**src/rtl/mavg_pkg.sv**
```systemverilog
package mavg_pkg;

  localparam int WINDOW_MAX   = 64;
  localparam int SAMPLE_BITS  = 16;
  localparam int COUNT_W      = 7;
  localparam int SLOT_W       = (WINDOW_MAX > 1) ? $clog2(WINDOW_MAX) : 1;
  localparam int SUM_W        = SAMPLE_BITS + SLOT_W;
  localparam int WINDOW_RESET = 8;

endpackage

```
**src/rtl/mavg_ram.sv**
```systemverilog
module mavg_ram #(
  parameter int WIDTH = 16,
  parameter int DEPTH = 64
) (
  input  logic                             clk,
  input  logic                             we,
  input  logic [$clog2(DEPTH)-1:0]         waddr,
  input  logic [WIDTH-1:0]                 wdata,
  input  logic                             re,
  input  logic [$clog2(DEPTH)-1:0]         raddr,
  output logic [WIDTH-1:0]                 rdata
);

  logic [WIDTH-1:0] mem [DEPTH];
  logic [WIDTH-1:0] rdata_r;

  always_ff @(posedge clk) begin
    if (we) begin
      mem[waddr] <= wdata;
    end
    if (re) begin
      rdata_r <= mem[raddr];
    end
  end

  assign rdata = rdata_r;

endmodule

```
**src/rtl/mavg_div.sv**
```systemverilog
module mavg_div (
  input  logic                                   clk,
  input  logic                                   rst_n,
  input  logic                                   start,
  input  logic signed [mavg_pkg::SUM_W-1:0]      dividend,
  input  logic [mavg_pkg::COUNT_W-1:0]           divisor,
  output logic                                   done,
  output logic signed [mavg_pkg::SAMPLE_BITS-1:0] quotient
);

  import mavg_pkg::*;

  localparam int CNT_W = $clog2(SUM_W + 1);

  logic               busy_r;
  logic               done_r;
  logic               neg_r;
  logic [CNT_W-1:0]   cnt_r;
  logic [SUM_W-1:0]   quo_r;
  logic [COUNT_W-1:0] rem_r;
  logic [COUNT_W-1:0] dvs_r;

  logic [SUM_W-1:0]   mag;
  logic [COUNT_W:0]   shifted;
  logic               ge;
  logic [COUNT_W:0]   diff;
  logic [SAMPLE_BITS-1:0] q_lo;

  // one quotient bit per cycle, restoring scheme on magnitudes
  always_comb begin
    mag     = dividend[SUM_W-1] ? SUM_W'(-dividend) : SUM_W'(dividend);
    shifted = {rem_r, quo_r[SUM_W-1]};
    ge      = shifted >= {1'b0, dvs_r};
    diff    = shifted - {1'b0, dvs_r};
    q_lo    = quo_r[SAMPLE_BITS-1:0];
  end

  always_ff @(posedge clk) begin
    if (!rst_n) begin
      busy_r <= 1'b0;
      done_r <= 1'b0;
    end else begin
      done_r <= 1'b0;
      if (start) begin
        busy_r <= 1'b1;
      end else if (busy_r && cnt_r == CNT_W'(1)) begin
        busy_r <= 1'b0;
        done_r <= 1'b1;
      end
    end
  end

  always_ff @(posedge clk) begin
    if (start) begin
      cnt_r <= CNT_W'(SUM_W);
      quo_r <= mag;
      rem_r <= '0;
      dvs_r <= divisor;
      neg_r <= dividend[SUM_W-1];
    end else if (busy_r) begin
      cnt_r <= cnt_r - CNT_W'(1);
      quo_r <= {quo_r[SUM_W-2:0], ge};
      rem_r <= ge ? diff[COUNT_W-1:0] : shifted[COUNT_W-1:0];
    end
  end

  assign done     = done_r;
  assign quotient = neg_r ? signed'(-q_lo) : signed'(q_lo);

endmodule

```
**src/rtl/moving_average_window.sv**
```systemverilog
// while the window fills, each accepted sample goes through the add, start,
// wait and done states; once it is full, a drop state first subtracts the
// oldest sample; samples go one at a time through the 22-step serial divider
// the next sample is taken while a finished result still waits on the output
// reset: window size 8, window empty; ring contents are not cleared
module moving_average_window (
  input  logic                                    clk,
  input  logic                                    rst_n,
  input  logic                                    in_valid,
  output logic                                    in_ready,
  input  logic signed [mavg_pkg::SAMPLE_BITS-1:0] in_sample,
  output logic                                    out_valid,
  input  logic                                    out_ready,
  output logic signed [mavg_pkg::SAMPLE_BITS-1:0] out_mean,
  output logic [mavg_pkg::COUNT_W-1:0]            out_kept_count,
  input  logic                                    cfg_valid,
  output logic                                    cfg_ready,
  input  logic [mavg_pkg::COUNT_W-1:0]            cfg_window_size
);

  import mavg_pkg::*;

  typedef enum logic [5:0] {
    ST_IDLE  = 6'b000001,
    ST_DROP  = 6'b000010,
    ST_ADD   = 6'b000100,
    ST_START = 6'b001000,
    ST_WAIT  = 6'b010000,
    ST_DONE  = 6'b100000
  } state_t;

  state_t                  state_r, state_nxt;
  logic [COUNT_W-1:0]      ws_r;
  logic [COUNT_W-1:0]      fill_r;
  logic [SLOT_W-1:0]       slot_r;
  logic signed [SUM_W-1:0] sum_r;
  logic [SAMPLE_BITS-1:0]  sample_r;
  logic                    out_valid_r;
  logic [SAMPLE_BITS-1:0]  out_mean_r;
  logic [COUNT_W-1:0]      out_count_r;

  logic                    in_acc;
  logic                    cfg_acc;
  logic                    full;
  logic [SLOT_W:0]         back;
  logic [SLOT_W-1:0]       oldest;
  logic [COUNT_W-1:0]      ws_clamped;
  logic [SAMPLE_BITS-1:0]  ram_rdata;
  logic                    div_done;
  logic signed [SAMPLE_BITS-1:0] div_q;
  logic                    out_free;
  logic signed [SUM_W-1:0] ext_old;
  logic signed [SUM_W-1:0] ext_new;

  assign cfg_ready = state_r == ST_IDLE;
  assign in_ready  = state_r == ST_IDLE && !cfg_valid;
  assign cfg_acc   = cfg_valid && cfg_ready;
  assign in_acc    = in_valid && in_ready;
  assign full      = fill_r >= ws_r;
  assign out_free  = !out_valid_r || out_ready;

  always_comb begin
    back = {1'b0, slot_r} + (SLOT_W+1)'(WINDOW_MAX) - (SLOT_W+1)'(ws_r);
    if (back >= (SLOT_W+1)'(WINDOW_MAX)) begin
      back = back - (SLOT_W+1)'(WINDOW_MAX);
    end
    oldest = back[SLOT_W-1:0];

    if (cfg_window_size == '0) begin
      ws_clamped = COUNT_W'(1);
    end else if (cfg_window_size > COUNT_W'(WINDOW_MAX)) begin
      ws_clamped = COUNT_W'(WINDOW_MAX);
    end else begin
      ws_clamped = cfg_window_size;
    end

    ext_old = SUM_W'(signed'(ram_rdata));
    ext_new = SUM_W'(signed'(sample_r));
  end

  mavg_ram #(
    .WIDTH (SAMPLE_BITS),
    .DEPTH (WINDOW_MAX)
  ) u_ring (
    .clk   (clk),
    .we    (state_r == ST_ADD),
    .waddr (slot_r),
    .wdata (sample_r),
    .re    (in_acc),
    .raddr (oldest),
    .rdata (ram_rdata)
  );

  mavg_div u_div (
    .clk      (clk),
    .rst_n    (rst_n),
    .start    (state_r == ST_START),
    .dividend (sum_r),
    .divisor  (fill_r),
    .done     (div_done),
    .quotient (div_q)
  );

  always_comb begin
    state_nxt = state_r;
    case (state_r)
      ST_IDLE:  if (in_acc) state_nxt = full ? ST_DROP : ST_ADD;
      ST_DROP:  state_nxt = ST_ADD;
      ST_ADD:   state_nxt = ST_START;
      ST_START: state_nxt = ST_WAIT;
      ST_WAIT:  if (div_done) state_nxt = ST_DONE;
      ST_DONE:  if (out_free) state_nxt = ST_IDLE;
      default:  state_nxt = ST_IDLE;
    endcase
  end

  always_ff @(posedge clk) begin
    if (!rst_n) begin
      state_r     <= ST_IDLE;
      ws_r        <= COUNT_W'(WINDOW_RESET);
      fill_r      <= '0;
      slot_r      <= '0;
      sum_r       <= '0;
      out_valid_r <= 1'b0;
    end else begin
      state_r <= state_nxt;
      if (cfg_acc) begin
        ws_r   <= ws_clamped;
        fill_r <= '0;
        slot_r <= '0;
        sum_r  <= '0;
      end
      if (state_r == ST_DROP) begin
        sum_r  <= sum_r - ext_old;
        fill_r <= ws_r;
      end
      if (state_r == ST_ADD) begin
        sum_r  <= sum_r + ext_new;
        slot_r <= (slot_r == SLOT_W'(WINDOW_MAX - 1)) ? '0 : slot_r + SLOT_W'(1);
        if (fill_r < ws_r) begin
          fill_r <= fill_r + COUNT_W'(1);
        end
      end
      if (state_r == ST_DONE && out_free) begin
        out_valid_r <= 1'b1;
      end else if (out_ready) begin
        out_valid_r <= 1'b0;
      end
    end
  end

  always_ff @(posedge clk) begin
    if (in_acc) begin
      sample_r <= in_sample;
    end
    if (state_r == ST_DONE && out_free) begin
      out_mean_r  <= div_q;
      out_count_r <= fill_r;
    end
  end

  assign out_valid      = out_valid_r;
  assign out_mean       = signed'(out_mean_r);
  assign out_kept_count = out_count_r;

endmodule
```
**config.mk**
```make
export PLATFORM = sky130hd
export DESIGN_NAME = moving_average_window
export DESIGN_NICKNAME = d
export VERILOG_FILES = /design/src/rtl/mavg_pkg.sv /design/src/rtl/mavg_ram.sv /design/src/rtl/mavg_div.sv /design/src/rtl/moving_average_window.sv
export SDC_FILE = /design/constraint.sdc
export NUM_CORES = 1
export LEC_CHECK = 0
export BUFFER_PORTS_ARGS = -buffer_cell sky130_fd_sc_hd__buf_2
export CAP_MARGIN = 10
export CORE_MARGIN = 3
export CORE_UTILIZATION = 50
export DETAILED_ROUTE_END_ITERATION = 10
export HOLD_SLACK_MARGIN = 0.03
export PLACE_DENSITY = 0.68
export SLEW_MARGIN = 20
export SYNTH_ARGS = -nofsm -noshare
export SYNTH_HDL_FRONTEND = slang
export SYNTH_HIERARCHICAL = 1
export SYNTH_SLANG_ARGS = --single-unit
```
**constraint.sdc**
```tcl
create_clock -name clk -period 3.2 [get_ports clk]
set_input_delay 0.64 -clock clk [delete_from_list [all_inputs] [get_ports clk]]
set_output_delay 0.64 -clock clk [all_outputs]
set_load 0.01 [all_outputs]
```
==> reports/qor.txt <==
Post-synth top flop: edfxtp_1
Post-synth ARST share: 0
Clock sinks: 1172
Clock Path Buffers: 3
Die Footprint: 102000 µm²
CTS Buf Count: 112
Routed Antenna Nets: 0
IR Drop Worst-Case VDD: 528 µV
Worst Tran Pin Value: 0.919 ns
Sequential-to-total area share from yosys stat: 0.706
Setup violations, final: 0
Row count: 114
Root Driver: clkbuf_16
Area grow syn2layout: 14.3%
Post-layout minimum cycle time: 3.14 ns
Starting density of the core: 0.506
Cells after synthesis: 2792
Slew Viols, Final: 0
Filler cells: 7062
Final net count: 3156
Top-area cell type share of the netlist area: 0.680
Commonest non-fill, non-tap cell in the layout: edfxtp_1
Share of cells above drive strength 1: 0.245
Worst hold stages: 1
CTS clk-pin slew, worst paths: 0.06 ns
CP Data Required Time: 3.63 ns
Fmax: 319 MHz
1st-pass router iterations: 5
IO buf count: 53
FF-to-FF End: u_ring/rdata[3]$_DFFE_PP_
Remaining global-route overflow: 0
Initial antenna violation count: 2
Vias per cell: 6.13
DP HPWL: 77.0 mm
Hold Path Origin: in_sample[13]
Synthesized Nets: 2891
Clk_skew: 0.0507 ns
Run status: finished clean
Crit share post-route: 0.980
Die Wd: 319 µm
Gpl congestion: 0.977
Vias: 27.1k
P_leak: 18.3 nW
Placed inst area: 51900 µm²
Synth top area cells: edfxtp_1 68%, mux4_2 10%, dfxtp_1 2.6%
Total power: 0.0403 W
Cell area after synthesis: 49000 µm²
Drt drc: 0
Slowest cell on the critical path: a211o_1
CTS tree: built
Chip Height: 319 µm
R2R depth: 13
Largest net degree at the start of global routing: 65
H-tree depth: 3
ANT cells: 0
# hold bufs at CTS: 0
Initial DRC count: 2978
Commonest cells after routing, fill and taps aside: 1109 x edfxtp_1, 220 x mux4_2, 212 x buf_4, 163 x nor2_1, 120 x nand2_1
Crit start category: register
R2R setup slack: 0.06 ns
P per Cell Area: 720 nW/µm²
Clock latency on the worst-skew pair: 0.70 ns
Most frequent CP cell: buf_4
Crit Path Max Fanout: 8
Largest area contributor in the netlist: edfxtp_1
#FFs+latches synth: 1172
Number of global-route vias before repair: 27.7k
WL per Instance: 27.3 µm
Arrival @ worst endpoint: 3.56 ns
First-pass GRT wire length: 180 mm
Max_cap viols: 0
Post-synth EDFFs: 1109
Final Hold Fails: 0
CP max stage delay: 0.36 ns
Total Neg Setup Slack: 0 ns
Crit. End Element: register
FF-to-FF Start: ws_r[1]$_SDFFE_PN0P_
Slew headroom: 0.387
Final Cell Area: 56000 µm²
Avg Cell Area, Syn: 17.5 µm²
Core area: 96900 µm²
Hold EP: sample_r[13]$_DFFE_PP_
Yosys warns: 6
Io pins: 54
Unrepaired setup endpoints after global routing: true
Netlist cell types: 86
Crit-path cells: inv_1 > ha_1 > nor2b_1 > o21ai_0 > nand2b_1 > xor2_4 > buf_12 > buf_4 > nand2b_2 > a211o_1 > a31oi_1 > buf_4 > a311oi_1
GRT Resource Usage Total: 0.237
Final wirelength: 121 mm
CP Class: reg2reg
Final hold slack: 0.122 ns
Path type of the worst min-delay path: in2reg
==> layout make-up <==
cell class | instances | area [µm²] | area share
inverter | 60 | 238 | 0.00424
tap | 1276 | 1600 | 0.0285
timing repair buffer | 290 | 2350 | 0.0419
clock buffer | 140 | 2950 | 0.0527
clock inverter | 64 | 811 | 0.0145
multi-input combinational | 1421 | 13500 | 0.241
sequential | 1172 | 34600 | 0.617
==> report_power, final <==
| part | total (W) | switching [W] | internal, W |
|---|---|---|---|
| logic | 0.00908 | 0.00530 | 0.00378 |
| clock network | 0.0135 | 0.00557 | 0.00797 |
| registers | 0.0177 | 0.000265 | 0.0174 |
| total | 0.0403 | 0.0111 | 0.0292 |
==> Yosys cell counts (39+ instances only) <==
cell type / number
nand3_1: 42
ha_1: 67
o21ai_0: 51
inv_1: 58
clkbuf_1: 47
buf_2: 40
mux2i_1: 89
a21oi_1: 106
mux4_2: 220
edfxtp_1: 1109
a22oi_1: 46
nor2b_1: 44
nand2_1: 120
xnor2_1: 39
nor2_1: 167
dfxtp_1: 63
==> critical path, delay by kind of cell (launching register included) <==
kind,cells,cell delay [ns]
fa+ha+maj,1,0.28
compound gates,4,0.88
flops,1,0.35
buf+inv,4,0.61
xor+xnor,1,0.21
simple gates,3,0.52
==> routing by layer <==
metal  track usage  share of wire  up-vias
met3        0.0381          0.078      237
li1              -              -    11770
met1         0.313           0.38    13919
met2         0.397           0.49     1185
met5             0              0        -
met4        0.0963          0.044        0
==> repair_timing <==
item | in CTS | in global routing
buffers inserted | 1 | 5
cloned | 1 | 2
resized for setup | 9 | 28
endpoints found under the setup margin | 8 | 18
pin swaps | 0 | 6
==> kinds of logic after synthesis <==
group,after synthesis,share of synthesized area
fa+ha+maj,71,0.0187
simple gates,534,0.0550
mux,344,0.129
compound gates,403,0.0566
buf+inv,199,0.0230
xor+xnor,69,0.0123
flops,1172,0.706
==> worst max-delay path by stage <==
stage	start	to
floorplan	sample_r[0]$_DFFE_PP_	sum_r[18]$_SDFFE_PN0P_
global placement	ws_r[1]$_SDFFE_PN0P_	u_ring/rdata[7]$_DFFE_PP_
detailed placement	ws_r[1]$_SDFFE_PN0P_	u_ring/rdata[7]$_DFFE_PP_
CTS	ws_r[1]$_SDFFE_PN0P_	u_ring/rdata[0]$_DFFE_PP_
global route	sum_r[0]$_SDFFE_PN0P_	sum_r[20]$_SDFFE_PN0P_
finish	ws_r[1]$_SDFFE_PN0P_	u_ring/rdata[3]$_DFFE_PP_
==> registers in the layout (all words and copies together), names as in the netlist <==
name	flops
fill_r	7
u_div/neg_r	1
state_r	6
u_div/quo_r	22
ws_r	7
u_div/cnt_r	5
slot_r	6
u_div/busy_r	1
u_div/dvs_r	7
u_div/rem_r	7
u_ring/rdata	16
out_valid	1
out_mean	16
u_ring/mem	1024
u_div/done	1
sum_r	22
sample_r	16
out_kept_count	7
==> metrics by stage <==
step / worst slack [ns] / util / cells
5_1_grt: -0.0299 / 0.578 / 4423
6_report: 0.0628 / 0.578 / 4423
3_5_place_dp: -0.123 / 0.536 / 4210
2_1_floorplan: 0.00303 / - / 2792
3_3_place_gp: -0.0898 / 0.536 / 4210
4_1_cts: 0.0220 / 0.576 / 4416
Power figures use the tool's default switching activity.
